`src/hdl/fra_pkg.sv`:
```
// ----------------------------------------------------------------------------
// fra_pkg
// Widths and constants shared by the frame rate averaging block.
// ----------------------------------------------------------------------------
package fra_pkg;

  localparam int unsigned TickW     = 32;
  localparam int unsigned FtW       = 16;
  localparam int unsigned RateW     = 25;
  localparam int unsigned RateScale = 256000;

  localparam logic [FtW-1:0]   FtMax   = {FtW{1'b1}};
  localparam logic [RateW-1:0] RateMax = {RateW{1'b1}};

  typedef logic [TickW-1:0] tick_t;
  typedef logic [FtW-1:0]   ft_t;
  typedef logic [RateW-1:0] rate_t;

endpackage

```
`src/hdl/fra_if.sv`:
```
// ----------------------------------------------------------------------------
// fra_in_if / fra_out_if
// Valid/ready channels for timestamps in and frame statistics out.
// ----------------------------------------------------------------------------
interface fra_in_if import fra_pkg::*; ();
  logic  valid;
  logic  ready;
  tick_t tick_ms;

  modport source (output valid, output tick_ms, input ready);
  modport sink   (input valid, input tick_ms, output ready);
endinterface

interface fra_out_if import fra_pkg::*; ();
  logic  valid;
  logic  ready;
  ft_t   frame_time_ms;
  rate_t rate_q8;

  modport source (output valid, output frame_time_ms, output rate_q8, input ready);
  modport sink   (input valid, input frame_time_ms, input rate_q8, output ready);
endinterface

```
`src/hdl/fra_diff.sv`:
```
// ----------------------------------------------------------------------------
// fra_diff
// Bit-serial timestamp difference, saturated to the frame time width.
// ----------------------------------------------------------------------------
module fra_diff import fra_pkg::*; (
  input  logic  clk_i,
  input  logic  rst_ni,
  input  logic  start_i,
  input  tick_t tick_i,
  output logic  done_o,
  output ft_t   ft_o
);

  localparam int unsigned CntW = $clog2(TickW);

  tick_t           tick_q;
  tick_t           last_q;
  ft_t             diff_q;
  ft_t             ft_q;
  logic [CntW-1:0] cnt_q;
  logic            busy_q;
  logic            done_q;
  logic            borrow_q;
  logic            hi_q;
  logic            seen_q;
  logic            first_q;

  logic a_bit, b_bit, d_bit, borrow_d;

  assign a_bit    = tick_q[0];
  assign b_bit    = last_q[0];
  assign d_bit    = a_bit ^ b_bit ^ borrow_q;
  assign borrow_d = (~a_bit & b_bit) | (~a_bit & borrow_q) | (b_bit & borrow_q);

  always_ff @(posedge clk_i or negedge rst_ni) begin
    if (!rst_ni) begin
      last_q   <= '0;
      cnt_q    <= '0;
      busy_q   <= 1'b0;
      done_q   <= 1'b0;
      borrow_q <= 1'b0;
      hi_q     <= 1'b0;
      seen_q   <= 1'b0;
      first_q  <= 1'b0;
    end else begin
      done_q <= 1'b0;
      if (start_i) begin
        tick_q   <= tick_i;
        cnt_q    <= '0;
        busy_q   <= 1'b1;
        borrow_q <= 1'b0;
        hi_q     <= 1'b0;
        first_q  <= ~seen_q;
        seen_q   <= 1'b1;
      end else if (busy_q) begin
        tick_q   <= {1'b0, tick_q[TickW-1:1]};
        last_q   <= {a_bit, last_q[TickW-1:1]};
        borrow_q <= borrow_d;
        cnt_q    <= cnt_q + 1'b1;
        if (cnt_q < CntW'(FtW)) begin
          diff_q <= {d_bit, diff_q[FtW-1:1]};
        end else begin
          hi_q <= hi_q | d_bit;
        end
        if (cnt_q == CntW'(TickW - 1)) begin
          busy_q <= 1'b0;
          done_q <= 1'b1;
          if (first_q) begin
            ft_q <= '0;
          end else if (hi_q || d_bit) begin
            ft_q <= FtMax;
          end else begin
            ft_q <= diff_q;
          end
        end
      end
    end
  end

  assign done_o = done_q;
  assign ft_o   = ft_q;

endmodule

```
`src/hdl/fra_acc.sv`:
```
// ----------------------------------------------------------------------------
// fra_acc
// Bit-serial running sum update: add the new frame time and, once the window is full, drop the oldest.
// ----------------------------------------------------------------------------
module fra_acc import fra_pkg::*; #(
  parameter int unsigned SumW = 23
) (
  input  logic            clk_i,
  input  logic            rst_ni,
  input  logic            start_i,
  input  ft_t             ft_i,
  input  ft_t             old_i,
  input  logic            full_i,
  output logic            done_o,
  output logic [SumW-1:0] sum_o
);

  localparam int unsigned CntW = $clog2(SumW);

  logic [SumW-1:0] sum_q;
  ft_t             add_q;
  ft_t             sub_q;
  logic [CntW-1:0] cnt_q;
  logic            busy_q;
  logic            done_q;
  logic            carry_q;
  logic            borrow_q;

  logic s_bit, f_bit, o_bit, t_bit, r_bit, carry_d, borrow_d;

  assign s_bit    = sum_q[0];
  assign f_bit    = add_q[0];
  assign o_bit    = sub_q[0];
  assign t_bit    = s_bit ^ f_bit ^ carry_q;
  assign carry_d  = (s_bit & f_bit) | (s_bit & carry_q) | (f_bit & carry_q);
  assign r_bit    = t_bit ^ o_bit ^ borrow_q;
  assign borrow_d = (~t_bit & o_bit) | (~t_bit & borrow_q) | (o_bit & borrow_q);

  always_ff @(posedge clk_i or negedge rst_ni) begin
    if (!rst_ni) begin
      sum_q    <= '0;
      cnt_q    <= '0;
      busy_q   <= 1'b0;
      done_q   <= 1'b0;
      carry_q  <= 1'b0;
      borrow_q <= 1'b0;
    end else begin
      done_q <= 1'b0;
      if (start_i) begin
        add_q    <= ft_i;
        sub_q    <= full_i ? old_i : '0;
        cnt_q    <= '0;
        busy_q   <= 1'b1;
        carry_q  <= 1'b0;
        borrow_q <= 1'b0;
      end else if (busy_q) begin
        sum_q    <= {r_bit, sum_q[SumW-1:1]};
        add_q    <= {1'b0, add_q[FtW-1:1]};
        sub_q    <= {1'b0, sub_q[FtW-1:1]};
        carry_q  <= carry_d;
        borrow_q <= borrow_d;
        cnt_q    <= cnt_q + 1'b1;
        if (cnt_q == CntW'(SumW - 1)) begin
          busy_q <= 1'b0;
          done_q <= 1'b1;
        end
      end
    end
  end

  assign done_o = done_q;
  assign sum_o  = sum_q;

endmodule

```
`src/hdl/fra_div.sv`:
```
// ----------------------------------------------------------------------------
// fra_div
// Radix-2 restoring divider, one quotient bit per cycle; zero divisor gives 0.
// ----------------------------------------------------------------------------
module fra_div import fra_pkg::*; #(
  parameter int unsigned NumW = 25,
  parameter int unsigned DenW = 23
) (
  input  logic            clk_i,
  input  logic            rst_ni,
  input  logic            start_i,
  input  logic [NumW-1:0] num_i,
  input  logic [DenW-1:0] den_i,
  output logic            done_o,
  output logic [NumW-1:0] quot_o
);

  localparam int unsigned CntW = $clog2(NumW);

  logic [NumW-1:0] quot_q;
  logic [DenW-1:0] den_q;
  logic [DenW-1:0] rem_q;
  logic [CntW-1:0] cnt_q;
  logic            busy_q;
  logic            done_q;

  logic [DenW:0] trial;
  logic [DenW:0] diff;
  logic          fits;

  assign trial = {rem_q, quot_q[NumW-1]};
  assign diff  = trial - {1'b0, den_q};
  assign fits  = trial >= {1'b0, den_q};

  always_ff @(posedge clk_i or negedge rst_ni) begin
    if (!rst_ni) begin
      cnt_q  <= '0;
      busy_q <= 1'b0;
      done_q <= 1'b0;
    end else begin
      done_q <= 1'b0;
      if (start_i) begin
        den_q <= den_i;
        rem_q <= '0;
        cnt_q <= '0;
        if (den_i == '0) begin
          quot_q <= '0;
          done_q <= 1'b1;
        end else begin
          quot_q <= num_i;
          busy_q <= 1'b1;
        end
      end else if (busy_q) begin
        rem_q  <= fits ? diff[DenW-1:0] : trial[DenW-1:0];
        quot_q <= {quot_q[NumW-2:0], fits};
        cnt_q  <= cnt_q + 1'b1;
        if (cnt_q == CntW'(NumW - 1)) begin
          busy_q <= 1'b0;
          done_q <= 1'b1;
        end
      end
    end
  end

  assign done_o = done_q;
  assign quot_o = quot_q;

endmodule

```
`src/hdl/frame_rate_moving_average.sv`:
```
// ----------------------------------------------------------------------------
// frame_rate_moving_average
// Frame time and moving-average frame rate (Q8) from frame-end timestamps.
// Each item passes through the serial subtract, the serial sum update and the serial
// divider; when the window sum is zero the divider returns zero without iterating.
// A new timestamp is accepted only when idle, after the last one has reached the
// output register; a new item is taken while a result waits.
// Reset: asynchronous, active low; clears sum, fill count, position and first
// flag. The ring needs no clearing: an entry is used only after it is written.
// ----------------------------------------------------------------------------
module frame_rate_moving_average import fra_pkg::*; #(
  parameter int unsigned WINDOW = 100
) (
  input  logic         clk_i,
  input  logic         rst_ni,
  fra_in_if.sink       in_i,
  fra_out_if.source    out_o
);

  localparam int unsigned FillW = $clog2(WINDOW + 1);
  localparam int unsigned PosW  = (WINDOW > 1) ? $clog2(WINDOW) : 1;
  localparam int unsigned SumW  = FtW + FillW;
  localparam int unsigned NumW  = $clog2(RateScale * WINDOW + 1);
  localparam int unsigned QxW   = (NumW > RateW) ? NumW : RateW;

  typedef enum logic [2:0] {
    S_IDLE, S_DIFF, S_ACC, S_PREP, S_DIV, S_OUT
  } state_e;

  state_e           state_q;
  ft_t              ring_q [WINDOW];
  ft_t              old_q;
  logic [PosW-1:0]  pos_q;
  logic [FillW-1:0] fill_q;
  logic             out_valid_q;
  ft_t              out_ft_q;
  rate_t            out_rate_q;

  logic            in_acc;
  logic            diff_done, acc_done, div_done;
  ft_t             ft;
  logic [SumW-1:0] sum;
  logic [NumW-1:0] num, quot;
  logic [QxW-1:0]  quot_ext;
  logic            full;
  logic            slot_free;

  assign in_i.ready = (state_q == S_IDLE);
  assign in_acc     = in_i.valid && in_i.ready;
  assign full       = (fill_q == FillW'(WINDOW));
  assign slot_free  = !out_valid_q || out_o.ready;
  assign num        = NumW'(NumW'(fill_q) * NumW'(RateScale));
  assign quot_ext   = QxW'(quot);

  fra_diff u_diff (
    .clk_i   (clk_i),
    .rst_ni  (rst_ni),
    .start_i (in_acc),
    .tick_i  (in_i.tick_ms),
    .done_o  (diff_done),
    .ft_o    (ft)
  );

  fra_acc #(.SumW(SumW)) u_acc (
    .clk_i   (clk_i),
    .rst_ni  (rst_ni),
    .start_i (diff_done),
    .ft_i    (ft),
    .old_i   (old_q),
    .full_i  (full),
    .done_o  (acc_done),
    .sum_o   (sum)
  );

  fra_div #(.NumW(NumW), .DenW(SumW)) u_div (
    .clk_i   (clk_i),
    .rst_ni  (rst_ni),
    .start_i (state_q == S_PREP),
    .num_i   (num),
    .den_i   (sum),
    .done_o  (div_done),
    .quot_o  (quot)
  );

  always_ff @(posedge clk_i) begin
    if (in_acc) begin
      old_q <= ring_q[pos_q];
    end
    if (acc_done) begin
      ring_q[pos_q] <= ft;
    end
  end

  always_ff @(posedge clk_i or negedge rst_ni) begin
    if (!rst_ni) begin
      state_q     <= S_IDLE;
      pos_q       <= '0;
      fill_q      <= '0;
      out_valid_q <= 1'b0;
    end else begin
      if (out_valid_q && out_o.ready) begin
        out_valid_q <= 1'b0;
      end
      case (state_q)
        S_IDLE: begin
          if (in_acc) begin
            state_q <= S_DIFF;
          end
        end
        S_DIFF: begin
          if (diff_done) begin
            state_q <= S_ACC;
          end
        end
        S_ACC: begin
          if (acc_done) begin
            pos_q   <= (pos_q == PosW'(WINDOW - 1)) ? '0 : pos_q + 1'b1;
            fill_q  <= full ? fill_q : fill_q + 1'b1;
            state_q <= S_PREP;
          end
        end
        S_PREP: begin
          state_q <= S_DIV;
        end
        S_DIV: begin
          if (div_done) begin
            state_q <= S_OUT;
          end
        end
        S_OUT: begin
          if (slot_free) begin
            out_valid_q <= 1'b1;
            out_ft_q    <= ft;
            out_rate_q  <= (quot_ext > QxW'(RateMax)) ? RateMax : quot_ext[RateW-1:0];
            state_q     <= S_IDLE;
          end
        end
        default: begin
          state_q <= S_IDLE;
        end
      endcase
    end
  end

  assign out_o.valid         = out_valid_q;
  assign out_o.frame_time_ms = out_ft_q;
  assign out_o.rate_q8       = out_rate_q;

endmodule

```
`src/flat_wrapper.sv`:
```
// flat-port wrapper written by rule: the top's interface ports become plain ports
module frame_rate_moving_average_flat import fra_pkg::*;
#(
  parameter int unsigned WINDOW = 100
)
  (clk_i, rst_ni, in_i_valid, in_i_tick_ms, in_i_ready, out_o_valid, out_o_frame_time_ms, out_o_rate_q8, out_o_ready);
  fra_in_if in_i_i ();
  fra_out_if out_o_i ();
  input  logic clk_i;
  input  logic rst_ni;
  input wire logic [$bits(in_i_i.valid)-1:0] in_i_valid;
  input wire logic [$bits(in_i_i.tick_ms)-1:0] in_i_tick_ms;
  output wire logic [$bits(in_i_i.ready)-1:0] in_i_ready;
  output wire logic [$bits(out_o_i.valid)-1:0] out_o_valid;
  output wire logic [$bits(out_o_i.frame_time_ms)-1:0] out_o_frame_time_ms;
  output wire logic [$bits(out_o_i.rate_q8)-1:0] out_o_rate_q8;
  input wire logic [$bits(out_o_i.ready)-1:0] out_o_ready;
  assign in_i_i.valid = in_i_valid;
  assign in_i_i.tick_ms = in_i_tick_ms;
  assign in_i_ready = in_i_i.ready;
  assign out_o_valid = out_o_i.valid;
  assign out_o_frame_time_ms = out_o_i.frame_time_ms;
  assign out_o_rate_q8 = out_o_i.rate_q8;
  assign out_o_i.ready = out_o_ready;
  frame_rate_moving_average #(.WINDOW(WINDOW)) u_core (.clk_i(clk_i), .rst_ni(rst_ni), .in_i(in_i_i), .out_o(out_o_i));
endmodule
```
`config.mk`:
```
export PLATFORM = sky130hd
export DESIGN_NAME = frame_rate_moving_average_flat
export DESIGN_NICKNAME = d
export VERILOG_FILES = /design/src/hdl/fra_pkg.sv /design/src/hdl/fra_if.sv /design/src/hdl/fra_diff.sv /design/src/hdl/fra_acc.sv /design/src/hdl/fra_div.sv /design/src/hdl/frame_rate_moving_average.sv /design/src/flat_wrapper.sv
export SDC_FILE = /design/constraint.sdc
export NUM_CORES = 2
export LEC_CHECK = 0
export BUFFER_PORTS_ARGS = -buffer_cell sky130_fd_sc_hd__buf_2
export CAP_MARGIN = 5
export CORE_MARGIN = 2
export CORE_UTILIZATION = 41
export CTS_CLUSTER_DIAMETER = 30
export DETAILED_ROUTE_END_ITERATION = 8
export MAX_ROUTING_LAYER = met4
export SETUP_SLACK_MARGIN = 0.2
export SLEW_MARGIN = 0
export SYNTH_ARGS = -nofsm -noshare
export SYNTH_HDL_FRONTEND = slang
export SYNTH_SLANG_ARGS = --single-unit
```
`constraint.sdc`:
```
create_clock -name clk_i -period 5.75 [get_ports clk_i]
set_input_delay 0 -clock clk_i [delete_from_list [all_inputs] [get_ports clk_i]]
set_output_delay 0 -clock clk_i [all_outputs]
set_load 0.01 [all_outputs]
```
==> metrics.cfg <==
[synthesis]
synth_area_um2=76750
ys_async_sr_fraction=0.05198
synth-edff-count=1824
yosysSeqAreaShare=0.7462
netlist.area_leader.share=0.7136
postSynthAreaPerCell_um2=16.80
yosysTopAreaCell=edfxtp_1
yosysWarnings=0
synth_area_leaders=edfxtp_1 71%, mux4_2 4.1%, dfrtp_1 3.3%, mux2_2 2.3%, mux2i_1 2.3%
synth_cell_types=75
syn-num-nets=4693
ys.flop_type=edfxtp_1
syn_inst=4568
ys_seq_elements=1924

[routing]
vias_per_cell=5.841
ant_nets=0
firstDrtPassIters=8
vias=46130
wl_per_cell_um=28.64
drtIter0Drc=5770
drt_wl_total_um=226200
drc_errors=0

[worst_setup_path]
crit_fanout=7
required_ns=6.35
critPathKind=reg2reg
cp-start-kind=flop
worstRegToRegCells=15
worstSetupEndpointType=flop
timing.rr.end=u_core.u_div.quot_o[23]
reg2reg_slack_ns=1.06
timing.rr.start=u_core.fill_q[0]
critPathArrivalTime_ns=5.29

[die]
io_pins=79
rows=158
die_w_um=436.7
die_area_um2=190700
core_um2=185600
start_util=0.4135
die_h_um=436.7

[final_layout]
final_common_cell=edfxtp_1
fill_cells=14880
nets=5207
area_delta_synth_final_pct=24.38
layout_common_cells=1824 x edfxtp_1, 418 x clkbuf_16, 317 x nor2_1
layout.cells.non_filler=7898
final_cell_area_um2=95460
layout-drive-gt1-share=0.2475
utilization=0.5143

[timing]
tightest_slew_ns=1.211
hold_violations=0
drv_slew=0
rsz0062_at_grt=false
setup_viol=0
setup_tns_ns=0
fin_skew_ns=0.08410
max_slew_margin=0.1888
max_freq_ghz=0.2130
period_minus_slack_ns=4.694
post-route-period-util=0.8164

[power]
p_comb_frac=0.057
clkPwrFrac=0.550
p_int_uw=32490
ir_drop_mv=0.3468
swShare=0.2200
finalPower_uw=41650
powerDensity_nw_per_um2=436.3
p_leak_uw=0.03233
seq_power_share=0.394
switchingPower_uw=9163

[clock_tree]
tritoncts=built
postCtsSetupBuffers=0
cts-hold-fix-buffers=73
numCtsBuffers=413
clk_path_buf_depth=4
cts.reportedPaths.clkPinSlew_ns=0.04
clock-sinks=1924
cts_root_buf=clkbuf_16
cts-resized-gates=0
clk_latency_ns=0.97
htree_levels=5

[global_routing]
grt_pass1_wl_um=324000
grt_max_degree=82
grt_pass1_vias=45600
antenna_found_initial=12
grt_overflow=0
grt_use_total=0.2402

[placement]
gp_congestion=0.9577
dp_cells=7074
dp_hpwl_um=129500
port_buffers=78
place_area_um2=81130

[job]
cap_violations=0

[hold_path]
min-delay-start=in_i_valid
hold_class=in2reg
worstHoldPathCells=6
hold_end=u_core.state_q[0]

[run_status]
status=completed

==> worst max path at each step <==
stage	end	depth (start not counted)	slack (ns)	startpoint
after floorplan	u_core.u_div.quot_o[23]	15	1.35	u_core.fill_q[0]
after global placement	u_core.u_div.quot_o[24]	15	0.95	u_core.fill_q[0]
after detailed placement	u_core.u_div.quot_o[24]	15	1.05	u_core.fill_q[0]
after CTS	u_core.u_div.quot_o[23]	15	1.01	u_core.fill_q[0]
after global routing	u_core.u_div.quot_o[24]	15	0.65	u_core.fill_q[0]
final	u_core.u_div.quot_o[23]	15	1.06	u_core.fill_q[0]
==> through the flow <==
step / worst slack, ns / hold WS (ns)
after global routing: 0.6455 / 0.2807
final: 1.056 / 0.2140
after detailed placement: 1.053 / 0.01114
after CTS: 1.013 / 0.1686
after global placement: 0.9487 / 0.006265
after floorplan: 1.354 / -0.2956
==> critical path, stage by stage, from the launching register on <==
cell	delay (ns)
dfrtp_1	0.46
fa_1	0.59
inv_1	0.06
fa_1	0.56
fa_1	0.43
fa_1	0.49
inv_1	0.05
ha_1	0.31
inv_1	0.07
o21bai_1	0.07
a21oi_1	0.22
o21bai_1	0.10
and4_1	0.21
a2111oi_0	0.47
xor2_1	0.19
o31ai_1	0.08
==> synth_stat cells, types with 86 or more instances <==
master    instances
buf_2            88
mux4_2          139
mux2_2          159
inv_1            86
clkbuf_1        149
mux2i_1         174
nor2_1          353
a22oi_1         100
dfrtp_1         100
a21oi_1         204
edfxtp_1       1824
o21ai_0         114
nand2_1         259
a221oi_1        173
==> layout make-up <==
cell class	count	area, µm²	share of cell area
diodes	7	17.52	0.0001835
clock buffers	475	10750	0.1127
clock inverters	269	2818	0.02952
inverters	87	331.6	0.003473
multi-input cells	2251	17940	0.1879
flip-flops and latches	1924	57290	0.6001
well taps	2480	3103	0.03250
repair buffers	405	3207	0.03359
==> cell families (layout without fill, tap and decap cells) <==
kind of cell,count (synthesis),after routing,synth area share
mux,472,472,0.08681
compound gates,879,879,0.07959
buf+inv,393,1236,0.02325
flops,1924,1924,0.7462
fa+ha+maj,89,89,0.01666
xor+xnor,46,46,0.005249
simple gates,765,765,0.04221
other cells,0,7,0
==> sequential cells by signal, summed over array words and instances (netlist names), 3 cells and up <==
name,flops
u_core.pos_q,7
u_core.out_o.rate_q8,25
u_core.u_div.rem_q,23
u_core.old_q,16
u_core.u_div.quot_o,25
u_core.u_diff.ft_o,16
u_core.u_div.cnt_q,5
u_core.u_div.den_q,23
u_core.u_diff.diff_q,16
u_core.u_acc.sub_q,16
u_core.state_q,3
u_core.u_acc.sum_o,23
u_core.u_diff.cnt_q,5
u_core.fill_q,7
u_core.ring_q,1600
u_core.u_diff.tick_q,32
u_core.out_o.frame_time_ms,16
u_core.u_acc.cnt_q,5
u_core.u_diff.last_q,32
u_core.u_acc.add_q,16
==> power by group through the flow <==
stage               logic, µW  registers (µW)  clock network, µW
floorplan                1790           16500                  0
global placement         2250           16600                  0
detailed placement       2310           16600                  0
CTS                      2380           16400              23100
global route             2660           16500              23800
finish                   2370           16400              22900
==> per-layer routing <==
layer / vias to the layer above / global-route usage / share of wire
met2: 2745 / 0.3686 / 0.47
li1: 19310 / - / -
met3: 517 / 0.05485 / 0.10
met4: 0 / 0.09064 / 0.037
met5: - / - / 0
met1: 23570 / 0.3124 / 0.39
Note: power is estimated with default switching activity, not from simulation.
